[src/bfad_pkg.sv]
// Shared types and constants for the bright frame anomaly detector.
package bfad_pkg;

  // Fixed widths of the channel fields.
  localparam int PIX_W    = 8;
  localparam int SIGMA_W  = 8;
  localparam int K2_W     = 2 * SIGMA_W;
  localparam int STAT_W   = 24;
  localparam int FRAMES_W = 32;

  // Sum of squared deviations and the shared multiplier.
  localparam int SUM_W  = 64;
  localparam int MUL_W  = 32;
  localparam int PROD_W = 2 * MUL_W;

  localparam logic [SIGMA_W-1:0] SIGMA_RESET = 8'd10;

  // Controller states.
  typedef enum logic [3:0] {
    S_IDLE,
    S_FIRST,
    S_DIV_MEAN,
    S_WAIT_MEAN,
    S_MUL_PROD,
    S_ADD_SUM,
    S_DIV_VAR,
    S_WAIT_VAR,
    S_MUL_DSQ,
    S_MUL_KLO,
    S_MUL_KHI,
    S_CMP,
    S_LOAD
  } state_t;

  // Operand and destination choice of the shared multiplier.
  typedef enum logic [2:0] {
    MUL_NONE,
    MUL_PROD,
    MUL_DSQ,
    MUL_KLO,
    MUL_KHI
  } mul_op_t;

  // Operand choice of the shared divider.
  typedef enum logic {
    DIV_MEAN,
    DIV_VAR
  } div_op_t;

  // Commands from the controller to the datapath.
  typedef struct packed {
    logic    in_ready;
    logic    first_load;
    logic    div_start;
    div_op_t div_op;
    logic    mean_upd;
    logic    sum_add;
    logic    var_load;
    mul_op_t mul_op;
    logic    anom_load;
    logic    out_load;
  } cmd_t;

  // Status from the datapath to the controller.
  typedef struct packed {
    logic eof_fire;
    logic count_zero;
    logic div_busy;
    logic out_free;
  } sts_t;

endpackage

[src/bfad_if.sv]
// Stream interfaces for the pixel input channel and the result channel.
interface bfad_pix_if;
  logic       valid;
  logic       ready;
  logic [7:0] pixel_value;
  logic       end_of_frame;

  modport source (output valid, output pixel_value, output end_of_frame, input ready);
  modport sink   (input valid, input pixel_value, input end_of_frame, output ready);
endinterface

interface bfad_res_if;
  logic        valid;
  logic        ready;
  logic [7:0]  frame_peak;
  logic [23:0] mean_of_peaks;
  logic [23:0] peak_variance;
  logic        anomaly;
  logic [31:0] frames_seen;

  modport source (output valid, output frame_peak, output mean_of_peaks,
                  output peak_variance, output anomaly, output frames_seen, input ready);
  modport sink   (input valid, input frame_peak, input mean_of_peaks,
                  input peak_variance, input anomaly, input frames_seen, output ready);
endinterface

[src/bfad_div.sv]
// Restoring radix-2 unsigned divider, one quotient bit per cycle.
module bfad_div #(
  parameter int DVD_W = 64,
  parameter int DVS_W = 32
) (
  input  logic             clk,
  input  logic             rst_n,
  input  logic             start_i,
  input  logic [DVD_W-1:0] dividend_i,
  input  logic [DVS_W-1:0] divisor_i,
  output logic             busy_o,
  output logic [DVD_W-1:0] quotient_o
);

  localparam int CNT_W = (DVD_W > 1) ? $clog2(DVD_W) : 1;

  logic             busy_r;
  logic [CNT_W-1:0] cnt_r;
  logic [DVD_W-1:0] quo_r;
  logic [DVS_W-1:0] rem_r;
  logic [DVS_W-1:0] dvs_r;
  logic [DVS_W:0]   trial;
  logic [DVS_W:0]   diff;
  logic             fits;

  // Shift the next dividend bit into the partial remainder and try a subtract.
  assign trial = {rem_r, quo_r[DVD_W-1]};
  assign diff  = trial - {1'b0, dvs_r};
  assign fits  = trial >= {1'b0, dvs_r};

  // Control: busy from a start until every dividend bit has been shifted through.
  always_ff @(posedge clk) begin
    if (!rst_n) begin
      busy_r <= 1'b0;
      cnt_r  <= '0;
    end else if (start_i) begin
      busy_r <= 1'b1;
      cnt_r  <= '0;
    end else if (busy_r) begin
      cnt_r <= cnt_r + CNT_W'(1);
      if (cnt_r == CNT_W'(DVD_W - 1)) begin
        busy_r <= 1'b0;
      end
    end
  end

  // Datapath: quotient bits enter at the bottom as dividend bits leave the top.
  always_ff @(posedge clk) begin
    if (start_i) begin
      quo_r <= dividend_i;
      rem_r <= '0;
      dvs_r <= divisor_i;
    end else if (busy_r) begin
      quo_r <= {quo_r[DVD_W-2:0], fits};
      rem_r <= fits ? diff[DVS_W-1:0] : trial[DVS_W-1:0];
    end
  end

  assign busy_o     = busy_r;
  assign quotient_o = quo_r;

endmodule

[src/bfad_ctrl.sv]
// Controller state machine that sequences one statistics update per frame.
module bfad_ctrl (
  input  logic           clk,
  input  logic           rst_n,
  input  bfad_pkg::sts_t sts_i,
  output bfad_pkg::cmd_t cmd_o
);
  import bfad_pkg::*;

  state_t state_r;
  state_t state_nxt;

  // State register.
  always_ff @(posedge clk) begin
    if (!rst_n) begin
      state_r <= S_IDLE;
    end else begin
      state_r <= state_nxt;
    end
  end

  // Next state.
  always_comb begin
    state_nxt = state_r;
    unique case (state_r)
      S_IDLE: begin
        if (sts_i.eof_fire) begin
          state_nxt = sts_i.count_zero ? S_FIRST : S_DIV_MEAN;
        end
      end
      S_FIRST:     state_nxt = S_MUL_DSQ;
      S_DIV_MEAN:  state_nxt = S_WAIT_MEAN;
      S_WAIT_MEAN: begin
        if (!sts_i.div_busy) begin
          state_nxt = S_MUL_PROD;
        end
      end
      S_MUL_PROD:  state_nxt = S_ADD_SUM;
      S_ADD_SUM:   state_nxt = S_DIV_VAR;
      S_DIV_VAR:   state_nxt = S_WAIT_VAR;
      S_WAIT_VAR: begin
        if (!sts_i.div_busy) begin
          state_nxt = S_MUL_DSQ;
        end
      end
      S_MUL_DSQ:   state_nxt = S_MUL_KLO;
      S_MUL_KLO:   state_nxt = S_MUL_KHI;
      S_MUL_KHI:   state_nxt = S_CMP;
      S_CMP:       state_nxt = S_LOAD;
      S_LOAD: begin
        if (sts_i.out_free) begin
          state_nxt = S_IDLE;
        end
      end
      default:     state_nxt = S_IDLE;
    endcase
  end

  // Commands.
  always_comb begin
    cmd_o.in_ready   = 1'b0;
    cmd_o.first_load = 1'b0;
    cmd_o.div_start  = 1'b0;
    cmd_o.div_op     = DIV_MEAN;
    cmd_o.mean_upd   = 1'b0;
    cmd_o.sum_add    = 1'b0;
    cmd_o.var_load   = 1'b0;
    cmd_o.mul_op     = MUL_NONE;
    cmd_o.anom_load  = 1'b0;
    cmd_o.out_load   = 1'b0;
    unique case (state_r)
      S_IDLE:      cmd_o.in_ready = 1'b1;
      S_FIRST:     cmd_o.first_load = 1'b1;
      S_DIV_MEAN:  cmd_o.div_start = 1'b1;
      S_WAIT_MEAN: cmd_o.mean_upd = !sts_i.div_busy;
      S_MUL_PROD:  cmd_o.mul_op = MUL_PROD;
      S_ADD_SUM:   cmd_o.sum_add = 1'b1;
      S_DIV_VAR: begin
        cmd_o.div_start = 1'b1;
        cmd_o.div_op    = DIV_VAR;
      end
      S_WAIT_VAR:  cmd_o.var_load = !sts_i.div_busy;
      S_MUL_DSQ:   cmd_o.mul_op = MUL_DSQ;
      S_MUL_KLO:   cmd_o.mul_op = MUL_KLO;
      S_MUL_KHI:   cmd_o.mul_op = MUL_KHI;
      S_CMP:       cmd_o.anom_load = 1'b1;
      S_LOAD:      cmd_o.out_load = sts_i.out_free;
      default:     cmd_o.in_ready = 1'b0;
    endcase
  end

`ifndef SYNTH
  // The divider is never restarted while it is still working.
  a_div_start_idle: assert property (@(posedge clk) disable iff (!rst_n)
    cmd_o.div_start |-> !sts_i.div_busy)
    else $error("divider started while busy");

  // A result is only loaded when the output register can take it.
  a_out_load_free: assert property (@(posedge clk) disable iff (!rst_n)
    cmd_o.out_load |-> sts_i.out_free)
    else $error("result loaded over a pending result");

  // An end-of-frame transfer always starts the update sequence.
  a_eof_starts: assert property (@(posedge clk) disable iff (!rst_n)
    sts_i.eof_fire |=> (state_r == S_FIRST || state_r == S_DIV_MEAN))
    else $error("end of frame did not start an update");
`endif

endmodule

[src/bfad_dp.sv]
// Datapath: frame peak tracker, Welford statistics, shared multiplier and divider.
module bfad_dp #(
  parameter int COUNT_BITS         = 32,
  parameter int MEAN_FRACTION_BITS = 16
) (
  input  logic                         clk,
  input  logic                         rst_n,
  input  logic                         cfg_we,
  input  logic [bfad_pkg::SIGMA_W-1:0] cfg_wdata,
  input  bfad_pkg::cmd_t               cmd_i,
  output bfad_pkg::sts_t               sts_o,
  bfad_pix_if.sink                     in_ch,
  bfad_res_if.source                   out_ch
);
  import bfad_pkg::*;

  localparam int FW    = MEAN_FRACTION_BITS;
  localparam int MW    = PIX_W + FW;
  localparam int CW    = COUNT_BITS;
  localparam int VSH   = 2 * FW - 8;
  localparam int EXT_W = (CW > FRAMES_W) ? CW : FRAMES_W;
  localparam int VK_W  = PROD_W + MUL_W;
  localparam int MQ_W  = MW + 16;

  // Architectural state.
  logic [PIX_W-1:0]   cur_peak_r;
  logic [CW-1:0]      n_r;
  logic [MW-1:0]      mean_r;
  logic [SUM_W-1:0]   sum_r;
  logic [SIGMA_W-1:0] sigma_r;

  // Working registers of one update.
  logic [PIX_W-1:0]   peak_r;
  logic [MW-1:0]      d_r;
  logic               sign_r;
  logic [SUM_W-1:0]   var_r;
  logic [PROD_W-1:0]  prod_r;
  logic [PROD_W-1:0]  dsq_r;
  logic [PROD_W-1:0]  mlo_r;
  logic [PROD_W-1:0]  mhi_r;
  logic [K2_W-1:0]    k2_r;
  logic               anom_r;

  // Output register.
  logic               out_valid_r;
  logic [PIX_W-1:0]   o_peak_r;
  logic [STAT_W-1:0]  o_mean_r;
  logic [STAT_W-1:0]  o_var_r;
  logic               o_anom_r;
  logic [FRAMES_W-1:0] o_frames_r;

  logic               fire;
  logic [PIX_W-1:0]   pix_max;
  logic [MW-1:0]      xf;
  logic               x_ge;
  logic               x_gt;
  logic [MW-1:0]      absd;
  logic [SUM_W-1:0]   div_dvd;
  logic [CW-1:0]      div_dvs;
  logic               div_busy;
  logic [SUM_W-1:0]   div_quo;
  logic [MW-1:0]      q_mw;
  logic [MUL_W-1:0]   mul_a;
  logic [MUL_W-1:0]   mul_b;
  logic [PROD_W-1:0]  product;
  logic [SUM_W:0]     sum_ext;
  logic [VK_W-1:0]    vk;
  logic [MQ_W-1:0]    mq;
  logic [SUM_W-1:0]   vsh;
  logic [EXT_W-1:0]   n_ext;

  // Input transfers and peak tracking.
  assign in_ch.ready = cmd_i.in_ready;
  assign fire        = in_ch.valid && cmd_i.in_ready;
  assign pix_max     = (in_ch.pixel_value > cur_peak_r) ? in_ch.pixel_value : cur_peak_r;

  always_ff @(posedge clk) begin
    if (!rst_n) begin
      cur_peak_r <= '0;
      n_r        <= '0;
    end else if (fire) begin
      cur_peak_r <= in_ch.end_of_frame ? '0 : pix_max;
      if (in_ch.end_of_frame && (n_r != {CW{1'b1}})) begin
        n_r <= n_r + CW'(1);
      end
    end
  end

  always_ff @(posedge clk) begin
    if (fire && in_ch.end_of_frame) begin
      peak_r <= pix_max;
    end
  end

  // Configuration register and its square.
  always_ff @(posedge clk) begin
    if (!rst_n) begin
      sigma_r <= SIGMA_RESET;
    end else if (cfg_we) begin
      sigma_r <= cfg_wdata;
    end
  end

  always_ff @(posedge clk) begin
    k2_r <= K2_W'(sigma_r) * K2_W'(sigma_r);
  end

  // Peak in mean format and its distance to the current mean.
  assign xf   = {peak_r, {FW{1'b0}}};
  assign x_ge = xf >= mean_r;
  assign x_gt = xf > mean_r;
  assign absd = x_ge ? (xf - mean_r) : (mean_r - xf);

  // Shared divider: d / n for the mean, S / (n - 1) for the variance.
  assign div_dvd = (cmd_i.div_op == DIV_VAR) ? sum_r : SUM_W'(absd);
  assign div_dvs = (cmd_i.div_op == DIV_VAR) ? (n_r - CW'(1)) : n_r;
  assign q_mw    = div_quo[MW-1:0];

  bfad_div #(
    .DVD_W (SUM_W),
    .DVS_W (CW)
  ) u_div (
    .clk        (clk),
    .rst_n      (rst_n),
    .start_i    (cmd_i.div_start),
    .dividend_i (div_dvd),
    .divisor_i  (div_dvs),
    .busy_o     (div_busy),
    .quotient_o (div_quo)
  );

  always_ff @(posedge clk) begin
    if (cmd_i.div_start && (cmd_i.div_op == DIV_MEAN)) begin
      d_r    <= absd;
      sign_r <= x_ge;
    end
  end

  // Mean and sum of squared deviations.
  assign sum_ext = {1'b0, sum_r} + {1'b0, prod_r};

  always_ff @(posedge clk) begin
    if (!rst_n) begin
      mean_r <= '0;
      sum_r  <= '0;
    end else if (cmd_i.first_load) begin
      mean_r <= xf;
      sum_r  <= '0;
    end else begin
      if (cmd_i.mean_upd) begin
        mean_r <= sign_r ? (mean_r + q_mw) : (mean_r - q_mw);
      end
      if (cmd_i.sum_add) begin
        sum_r <= sum_ext[SUM_W] ? {SUM_W{1'b1}} : sum_ext[SUM_W-1:0];
      end
    end
  end

  always_ff @(posedge clk) begin
    if (cmd_i.first_load) begin
      var_r <= '0;
    end else if (cmd_i.var_load) begin
      var_r <= div_quo;
    end
  end

  // Shared multiplier with its result written straight into a register.
  always_comb begin
    mul_a = '0;
    mul_b = '0;
    unique case (cmd_i.mul_op)
      MUL_PROD: begin
        mul_a = MUL_W'(d_r);
        mul_b = MUL_W'(absd);
      end
      MUL_DSQ: begin
        mul_a = MUL_W'(absd);
        mul_b = MUL_W'(absd);
      end
      MUL_KLO: begin
        mul_a = var_r[MUL_W-1:0];
        mul_b = MUL_W'(k2_r);
      end
      MUL_KHI: begin
        mul_a = var_r[SUM_W-1:MUL_W];
        mul_b = MUL_W'(k2_r);
      end
      default: begin
        mul_a = '0;
        mul_b = '0;
      end
    endcase
  end

  assign product = mul_a * mul_b;

  always_ff @(posedge clk) begin
    unique case (cmd_i.mul_op)
      MUL_PROD: prod_r <= product;
      MUL_DSQ:  dsq_r  <= product;
      MUL_KLO:  mlo_r  <= product;
      MUL_KHI:  mhi_r  <= product;
      default:  prod_r <= prod_r;
    endcase
  end

  // Anomaly test: peak above mean and variance * K^2 below diff^2.
  assign vk = {mhi_r, {MUL_W{1'b0}}} + VK_W'(mlo_r);

  always_ff @(posedge clk) begin
    if (cmd_i.anom_load) begin
      anom_r <= x_gt && ((k2_r == '0) || (vk < VK_W'(dsq_r)));
    end
  end

  // Result formatting.
  assign mq    = {mean_r, 16'b0} >> FW;
  assign vsh   = var_r >> VSH;
  assign n_ext = EXT_W'(n_r);

  always_ff @(posedge clk) begin
    if (!rst_n) begin
      out_valid_r <= 1'b0;
    end else if (cmd_i.out_load) begin
      out_valid_r <= 1'b1;
    end else if (out_ch.ready) begin
      out_valid_r <= 1'b0;
    end
  end

  always_ff @(posedge clk) begin
    if (cmd_i.out_load) begin
      o_peak_r   <= peak_r;
      o_mean_r   <= mq[STAT_W-1:0];
      o_var_r    <= (vsh > SUM_W'(24'hFFFFFF)) ? {STAT_W{1'b1}} : vsh[STAT_W-1:0];
      o_anom_r   <= anom_r;
      o_frames_r <= (n_ext > EXT_W'(32'hFFFF_FFFF)) ? {FRAMES_W{1'b1}} : n_ext[FRAMES_W-1:0];
    end
  end

  assign out_ch.valid         = out_valid_r;
  assign out_ch.frame_peak    = o_peak_r;
  assign out_ch.mean_of_peaks = o_mean_r;
  assign out_ch.peak_variance = o_var_r;
  assign out_ch.anomaly       = o_anom_r;
  assign out_ch.frames_seen   = o_frames_r;

  // Status back to the controller.
  assign sts_o.eof_fire   = fire && in_ch.end_of_frame;
  assign sts_o.count_zero = (n_r == '0);
  assign sts_o.div_busy   = div_busy;
  assign sts_o.out_free   = !out_valid_r || out_ch.ready;

`ifndef SYNTH
  // A raised flag always belongs to a peak strictly above the new mean.
  a_anom_above_mean: assert property (@(posedge clk) disable iff (!rst_n)
    cmd_i.anom_load |=> (!anom_r || x_gt))
    else $error("anomaly flagged for a peak not above the mean");
`endif

endmodule

[src/bright_frame_anomaly_detector.sv]
// Top level of the bright frame anomaly detector.
//
// Pixel bytes arrive on in_ch, one transfer per byte; end_of_frame marks the
// last byte of a frame. The block tracks the largest byte of the frame and,
// on the marked byte, folds that peak into running mean and variance
// statistics, then presents one result on out_ch: the peak, the mean (Q8.16),
// the sample variance (Q16.8), the anomaly flag and the frame count.
// A frame streams at one byte per clock while in_ch.ready is high. After a
// marked byte in_ch.ready stays low while the update runs: two passes of the
// shared radix-2 divider (mean step, then variance) plus the multiplier
// steps; the first frame skips both divider passes. The result sits in an
// output register, so bytes of the next frame are taken while it waits; a
// marked byte that arrives with a result still pending holds the new result
// until out_ch.ready takes the old one. The user must write sigma_multiple
// through cfg_we/cfg_wdata only while the block is idle; the block itself
// does not enforce this. Synchronous reset clears the peak, count, mean and
// sum, sets sigma_multiple to 10 and drops out_ch.valid.
module bright_frame_anomaly_detector #(
  parameter int COUNT_BITS         = 32,
  parameter int MEAN_FRACTION_BITS = 16
) (
  input  logic                         clk,
  input  logic                         rst_n,
  input  logic                         cfg_we,
  input  logic [bfad_pkg::SIGMA_W-1:0] cfg_wdata,
  bfad_pix_if.sink                     in_ch,
  bfad_res_if.source                   out_ch
);
  import bfad_pkg::*;

  cmd_t cmd;
  sts_t sts;

  // Sequencer.
  bfad_ctrl u_ctrl (
    .clk   (clk),
    .rst_n (rst_n),
    .sts_i (sts),
    .cmd_o (cmd)
  );

  // Arithmetic and storage.
  bfad_dp #(
    .COUNT_BITS         (COUNT_BITS),
    .MEAN_FRACTION_BITS (MEAN_FRACTION_BITS)
  ) u_dp (
    .clk       (clk),
    .rst_n     (rst_n),
    .cfg_we    (cfg_we),
    .cfg_wdata (cfg_wdata),
    .cmd_i     (cmd),
    .sts_o     (sts),
    .in_ch     (in_ch),
    .out_ch    (out_ch)
  );

endmodule
[src/flat_wrapper.sv]
// flat-port wrapper written by rule: the top's interface ports become plain ports
module bright_frame_anomaly_detector_flat import bfad_pkg::*;
#(
  parameter int COUNT_BITS         = 32,
  parameter int MEAN_FRACTION_BITS = 16
)
  (clk, rst_n, cfg_we, cfg_wdata, in_ch_valid, in_ch_pixel_value, in_ch_end_of_frame, in_ch_ready, out_ch_valid, out_ch_frame_peak, out_ch_mean_of_peaks, out_ch_peak_variance, out_ch_anomaly, out_ch_frames_seen, out_ch_ready);
  bfad_pix_if in_ch_i ();
  bfad_res_if out_ch_i ();
  input  logic clk;
  input  logic rst_n;
  input  logic cfg_we;
  input  logic [bfad_pkg::SIGMA_W-1:0] cfg_wdata;
  input wire logic [$bits(in_ch_i.valid)-1:0] in_ch_valid;
  input wire logic [$bits(in_ch_i.pixel_value)-1:0] in_ch_pixel_value;
  input wire logic [$bits(in_ch_i.end_of_frame)-1:0] in_ch_end_of_frame;
  output wire logic [$bits(in_ch_i.ready)-1:0] in_ch_ready;
  output wire logic [$bits(out_ch_i.valid)-1:0] out_ch_valid;
  output wire logic [$bits(out_ch_i.frame_peak)-1:0] out_ch_frame_peak;
  output wire logic [$bits(out_ch_i.mean_of_peaks)-1:0] out_ch_mean_of_peaks;
  output wire logic [$bits(out_ch_i.peak_variance)-1:0] out_ch_peak_variance;
  output wire logic [$bits(out_ch_i.anomaly)-1:0] out_ch_anomaly;
  output wire logic [$bits(out_ch_i.frames_seen)-1:0] out_ch_frames_seen;
  input wire logic [$bits(out_ch_i.ready)-1:0] out_ch_ready;
  assign in_ch_i.valid = in_ch_valid;
  assign in_ch_i.pixel_value = in_ch_pixel_value;
  assign in_ch_i.end_of_frame = in_ch_end_of_frame;
  assign in_ch_ready = in_ch_i.ready;
  assign out_ch_valid = out_ch_i.valid;
  assign out_ch_frame_peak = out_ch_i.frame_peak;
  assign out_ch_mean_of_peaks = out_ch_i.mean_of_peaks;
  assign out_ch_peak_variance = out_ch_i.peak_variance;
  assign out_ch_anomaly = out_ch_i.anomaly;
  assign out_ch_frames_seen = out_ch_i.frames_seen;
  assign out_ch_i.ready = out_ch_ready;
  bright_frame_anomaly_detector #(.COUNT_BITS(COUNT_BITS), .MEAN_FRACTION_BITS(MEAN_FRACTION_BITS)) u_core (.clk(clk), .rst_n(rst_n), .cfg_we(cfg_we), .cfg_wdata(cfg_wdata), .in_ch(in_ch_i), .out_ch(out_ch_i));
endmodule
[config.mk]
export PLATFORM = sky130hd
export DESIGN_NAME = bright_frame_anomaly_detector_flat
export DESIGN_NICKNAME = d
export VERILOG_FILES = /design/src/bfad_pkg.sv /design/src/bfad_if.sv /design/src/bfad_div.sv /design/src/bfad_ctrl.sv /design/src/bfad_dp.sv /design/src/bright_frame_anomaly_detector.sv /design/src/flat_wrapper.sv
export SDC_FILE = /design/constraint.sdc
export NUM_CORES = 2
export LEC_CHECK = 0
export BUFFER_PORTS_ARGS = -buffer_cell sky130_fd_sc_hd__buf_2
export CAP_MARGIN = 20
export CORE_UTILIZATION = 55
export DETAILED_ROUTE_END_ITERATION = 16
export GPL_ROUTABILITY_DRIVEN = 0
export PLACE_DENSITY_LB_ADDON = 0.05
export SLEW_MARGIN = 10
export SYNTH_ARGS = -nofsm -noshare
export SYNTH_HDL_FRONTEND = slang
export SYNTH_SLANG_ARGS = --single-unit
export TNS_END_PERCENT = 5
[constraint.sdc]
create_clock -name clk -period 14.25 [get_ports clk]
set_input_delay 1.425 -clock clk [delete_from_list [all_inputs] [get_ports clk]]
set_output_delay 1.425 -clock clk [all_outputs]
set_load 0.01 [all_outputs]
== Word-level counts from Yosys, hierarchy flattened ==
Index checks and enable logic that the tools add are counted.
W data, S select, Z words.
Cells by class
  magnitude comparators: 7
  mux-type cells: 35
  multipliers: 2
  reductions and logical operators: 22
  add/subtract/negate cells: 10
  equal/unequal tests: 22
  bitwise operators: 2
Operator list (count)
  $mux W64: 4
  $pmux W32 S4: 1
  $add A96 B64 Y96: 1
  $lt A96 B64 Y1: 1
  $mux W24: 4
  $sub A24 B24 Y24: 3
  $add A64 B64 Y65: 1
  $mul A32 B32 Y64: 1
  $mux W32: 2
  $pmux W4 S13: 1
  $pmux W24 S2: 1
  $gt A40 B24 Y1 const B: 1
  $ge A33 B32 Y1: 1
  $add A32 B1 Y32 const B: 1
  $gt A32 B32 Y1 const B: 1
  $logic_not A32 Y1: 1
  $ne A32 B32 Y1 const B: 1
  $sub A32 B1 Y32 const B: 1
  $sub A32 B32 Y32: 1
  $add A24 B24 Y24: 1
  $ge A24 B24 Y1: 1
  $gt A24 B24 Y1: 1
  $eq A4 B4 Y1 const B: 5
  $eq A4 B3 Y1 const B: 4
  other kinds (26): 60
Word-level totals
  word-level logic and storage cells: 128
  bits of input ports: 22
  output and inout bits: 91
  register bits: 735

== Depth between registers and ports, before layout ==
  word-level depth: 6
  gate-level depth with buffers: 43

== Modules after synthesis ==
A second synthesis with hierarchy kept.
Second synthesis, totals
  cell total of the unflattened synthesis: 6726
  area total of the unflattened synthesis: 64395.5 sq um
Modules (own cells, without submodules)
  bfad_dp: instances 1, area an instance 56541.7 sq um, sequential area each 15104.5 sq um, cells each 5972
  bfad_div: instances 1, area an instance 7457.2 sq um, sequential area each 3663.5 sq um, cells each 697
  bfad_ctrl: instances 1, area an instance 396.6 sq um, sequential area each 80.1 sq um, cells each 57

== Worst setup path after synthesis ==
OpenSTA, ideal clock, no wires.
  path kind: register -> register
  from: register u_core.u_ctrl.state_r[3]
  to: register u_core.u_dp.dsq_r[47], data pin
  required time: 13.970 ns
  cell stages (with the launch flop): 29
  path slack: 3.864 ns
  arrival: 10.106 ns
  cells stage by stage: dfxtp_1 -> clkbuf_1 -> nand2b_1 -> or3_1 -> clkbuf_1 -> inv_2 -> buf_1 -> a21oi_1 -> nor2_1 -> fa_1 -> fa_1 -> fa_1 -> fa_1 -> fa_1 -> fa_1 -> inv_1 -> fa_1 -> inv_1 -> ha_1 -> a21o_1 -> a21o_1 -> a21oi_1 -> nand2_1 -> nor3_1 -> nor2_1 -> a21o_1 -> a2111o_1 -> a311oi_1 -> xnor2_1
Between the ends
  longest elaborated chain between the ends: 6
  elaborated cells between the ends (all ways): 14
  those cells by class: mul (1); eq/ne (8); mux (3); reduce/logical (2)
RTL lines
  start, declared: line bfad_ctrl.sv:10  | state_t state_r;
  start signal, assigned: line bfad_ctrl.sv:18  | state_r <= state_nxt;
  $eq A4 B4 Y1 / $eq A4 B3 Y1 (equally long branches): line bfad_ctrl.sv:71  | unique case (state_r)
  $pmux W3 S4 *: line bfad_ctrl.sv:71
  $eq A3 B3 Y1 (tied with other cells): line bfad_dp.sv:171  | unique case (cmd_i.mul_op)
  $reduce_or A2 Y1 (no source line)
  $pmux W24 S2: line bfad_dp.sv:171
  $mul A32 B32 Y64 *: line bfad_dp.sv:195  | assign product = mul_a * mul_b;
  via u_core.u_dp.product[47]: line bfad_dp.sv:65  | logic [PROD_W-1:0] product;
  end signal, assigned: line bfad_dp.sv:200  | MUL_DSQ: dsq_r <= product;
  end, declared: line bfad_dp.sv:38  | logic [PROD_W-1:0] dsq_r;
The timed path passes the listed nets; every way through them passes the cells marked *.
A chain may end at the register's enable or synchronous reset.

== Final worst setup path ==
  from: register u_core.u_dp.mean_r[17]
  to: register u_core.u_dp.dsq_r[46], data pin
Between the ends
  longest elaborated chain between the ends: 4
  elaborated cells between the ends (all ways): 7
  those cells by class: add/sub (2); mul (1); order compare (1); mux (3)
RTL lines
  start, declared: line bfad_dp.sv:28  | logic [MW-1:0] mean_r;
  start signal, assigned: line bfad_dp.sv:151  | mean_r <= sign_r ? (mean_r + q_mw) : (mean_r - q_mw);
  $ge A24 B24 Y1 *: line bfad_dp.sv:110  | assign x_ge = xf >= mean_r;
  $mux W24 *: line bfad_dp.sv:112  | assign absd = x_ge ? (xf - mean_r) : (mean_r - xf);
  via u_core.u_dp.absd[7]: line bfad_dp.sv:57  | logic [MW-1:0] absd;
  $pmux W32 S4 / $pmux W24 S2 (equally long branches): line bfad_dp.sv:171
  $mul A32 B32 Y64 *: line bfad_dp.sv:195
  via u_core.u_dp.product[46]: line bfad_dp.sv:65
Marked as above.

==> impl_results.md <==
* Status: completed
* Final Hold Fails at 0
* CTS Buffer Depth at 3
* Clock latency at the later pin of the worst-skew pair at 0.68 ns
* # resized after CTS at 0
* Power density over cell area at roughly 110 nW/um^2
* CP endpoint kind: flop
* Die area at 116000 sq um
* Vias per cell at 5.94
* CTS tree: built
* CP arrival at 12.67 ns
* Cell mode on critical path: inv_1
* Max-cap violations at 0
* DPL Wire Length at 150 mm
* Gr usage total at 33.9%
* FF/Latch Area at 18800 sq um
* Largest net degree at the start of global routing at 94
* Worst path max stage delay at 0.92 ns
* Synth cell types at about 110
* Final hold slack at 0.426 ns
* Yosys reg bits at slightly above 700
* Sink Count at about 700
* Logic pwr share at approximately a third
* Antenna violations before repair at 11
* Slew headroom at between 10% and 20%
* Asr flop ratio synth at 0%
* Num CTS Buffers at 80
* ANT nets after route at 0
* Most common cell after layout, fill and taps aside: inv_1
* Setup violations, final at 0
* Main flop type after synthesis: edfxtp_1
* I/O Buffers at 112
* Io pins at 113
* Seq pwr share at 35.7%
* Highest-delay cell along the critical path: nand2b_1
* Die H at around 340 um
* Critical path type: flop to flop
* RSZ-0062 raised after global routing: false
* Static Leakage at 31.2 nW
* EDFF count, synth at ~460
* RR Startpoint: u_core.u_dp.mean_r[17]
* Root Buffer: clkbuf_16
* Worst Skew at 0.0586 ns
* Synthesized area per cell at roughly 9.4 sq um
* CTS H-tree lvls at 3
* Total wire length at ~200 mm
* Multi-input logic area at 39800 sq um
* Filler cell count at 9903
* Highest clock rate at 81.4 MHz
* Share of cells above drive strength 1 at 6.99%
* Die width at 341 um
* Crit path launch: u_core.u_dp.mean_r[17]
* Vias at 49.7k
* Slew Limit Fails at 0
* Post-cts hold buffer count at 0
* First-pass GRT wire length at 298 mm
* Peak supply drop at 174 uV
* Startpoint types: flop
* Final nets at 7963
* Area delta synth->final at 8.44%
* Sum Neg Setup Slack at 0 ns
* Yosys warns at 0
* Placed Area at 65500 sq um
* Synthesized area at approximately 63000 sq um
* HP Start: u_core.u_dp.anom_r
* Setup slack at placement at 2.32 ns
* Sw Pwr at 2.85 mW
* DRC violations left at 0
* Initial DRT Pass Iterations at 6
* Grt ovf at 0
* Core footprint at 113000 sq um
* Avg WL per Cell at about 23 um
* DR iter-0 viols at 4222
* Worst-path clk slew at ~0.060 ns
* Internal power at 4.82 mW
* Fin crit period at around 12 ns
* Clock Power Share at 29.2%
* Highest-count cells in the layout ignoring fill and taps: inv_1, nand2_1, fa_1, nor2_1, edfxtp_1
* Final Cycle Share at 86.2%
* Slew @ Worst Pin at roughly 1.3 ns
* Hold WC Path Type: flop to flop
* Finished Cell Area at just under 70000 sq um
* Post CTS Setup Buffer Count at 0
* Max FO, Critical Path at 25
* WP data required at 14.64 ns
* Number of global-route vias before repair at 49.3k
* Starting Density at 55.8%
* Sw frac at 37.2%
* Fin worst setup slack at 1.96 ns
* Mapped Cells at ~6.7k
* Row Count at 123
* Sequential area share after synthesis at 29.9%
[power by group through the flow]
stage,combinational (mW),clock (mW),sequential (mW)
after floorplan,1.89,0,2.69
after global placement,2.49,0,2.77
after detailed placement,2.52,0,2.77
after CTS,2.54,2.27,2.73
after global routing,2.96,2.35,2.75
final,2.69,2.24,2.74
[sequential cells by signal, indices dropped and copies added (netlist names), 32 cells and up]
| register | flops |
|---|---|
| u_core.u_dp.u_div.quotient_o | 64 |
| u_core.u_dp.mlo_r | 59 |
| u_core.u_dp.u_div.dvs_r | 32 |
| u_core.u_dp.sum_r | 64 |
| u_core.u_dp.var_r | 64 |
| u_core.u_dp.prod_r | 59 |
| u_core.u_dp.n_ext | 32 |
| u_core.u_dp.mhi_r | 59 |
| u_core.u_dp.out_ch.frames_seen | 32 |
| u_core.u_dp.u_div.rem_r | 32 |
| u_core.u_dp.dsq_r | 59 |
[layer usage]
layer / up-vias / wire length [um] / track usage, %
met4: 6 / 12900 / 18.8
met2: 2225 / 87900 / 53.3
met5: - / 36 / 0
li1: 22394 / - / -
met3: 572 / 17000 / 6.26
met1: 24511 / 77300 / 44.4
[Yosys cell counts (37+ instances only)]
master    count  share of area, %
inv_1      1006               6.0
a21oi_1     371               2.9
and2_1       53              0.53
nor3_1       78              0.62
fa_1        690                22
xnor2_1     159               2.2
nand2b_1     38              0.38
dfxtp_1     259               8.2
or2_2        37              0.37
o21a_1       37              0.44
buf_2        61              0.48
o21bai_1     47              0.56
o21ai_0     286               2.3
nand2_1     897               5.3
nor2_1      515               3.1
nand4_1      63              0.62
clkbuf_1    184               1.1
a21o_1      121               1.4
xor2_1      127               1.8
nor2b_1      41              0.41
ha_1        450               8.9
nand3_1      76              0.60
a22o_1       48              0.67
a22oi_1      73              0.87
a31oi_1      75              0.74
edfxtp_1    455                22
[logic make-up (layout without fill, tap and decap cells)]
group | count (synthesis) | after routing | synth area share, %
AND/OR/NAND/NOR | 1949 | 1949 | 13.6
adder cells (fa/ha/maj) | 1140 | 1140 | 30.8
AO/OA/AOI/OAI | 1306 | 1306 | 13.3
multiplexers | 30 | 30 | 0.505
flip-flops | 714 | 714 | 29.9
XOR/XNOR | 289 | 289 | 4.05
other | 2 | 78 | 0.0119
buffers and inverters | 1284 | 1368 | 7.88
[worst max-delay path, delay by kind of cell, from the launching register on]
family | cells | cell delay (ns)
DFF | 1 | 0.45
adders and majority gates | 9 | 4.38
AOI/OAI and AO/OA | 13 | 4.38
and+or+nand+nor | 3 | 1.32
buffers and inverters | 8 | 0.50
xor gates and xnor gates | 2 | 0.94
[path summary, 6_finish.rpt]
path | endpoint | slack, ns | depth (start not counted)
max | u_core.u_dp.dsq_r[46] | 1.96 | 35
min | u_core.u_dp.out_ch.anomaly | 0.43 | 0
max reg2reg | u_core.u_dp.dsq_r[46] | 1.96 | 35
min reg2reg | u_core.u_dp.out_ch.anomaly | 0.43 | 0
[metrics by stage]
step	total power [mW]	util, %	instances
floorplan	4.58	-	6785
global placement	5.25	57.9	8211
detailed placement	5.29	57.9	8213
CTS	7.54	60.5	8363
global route	8.06	60.5	8369
finish	7.67	60.5	8374
[cell type report]
type	instances	area share [%]
tap	1500	2.74
timing repair buffer	207	1.88
sequential	714	27.5
inverter	1011	5.55
antenna	5	0.0183
multi-input combinational	4787	58.1
clock inverter	54	1.10
clock buffer	96	3.10
Note: power is estimated with default switching activity, not from simulation.
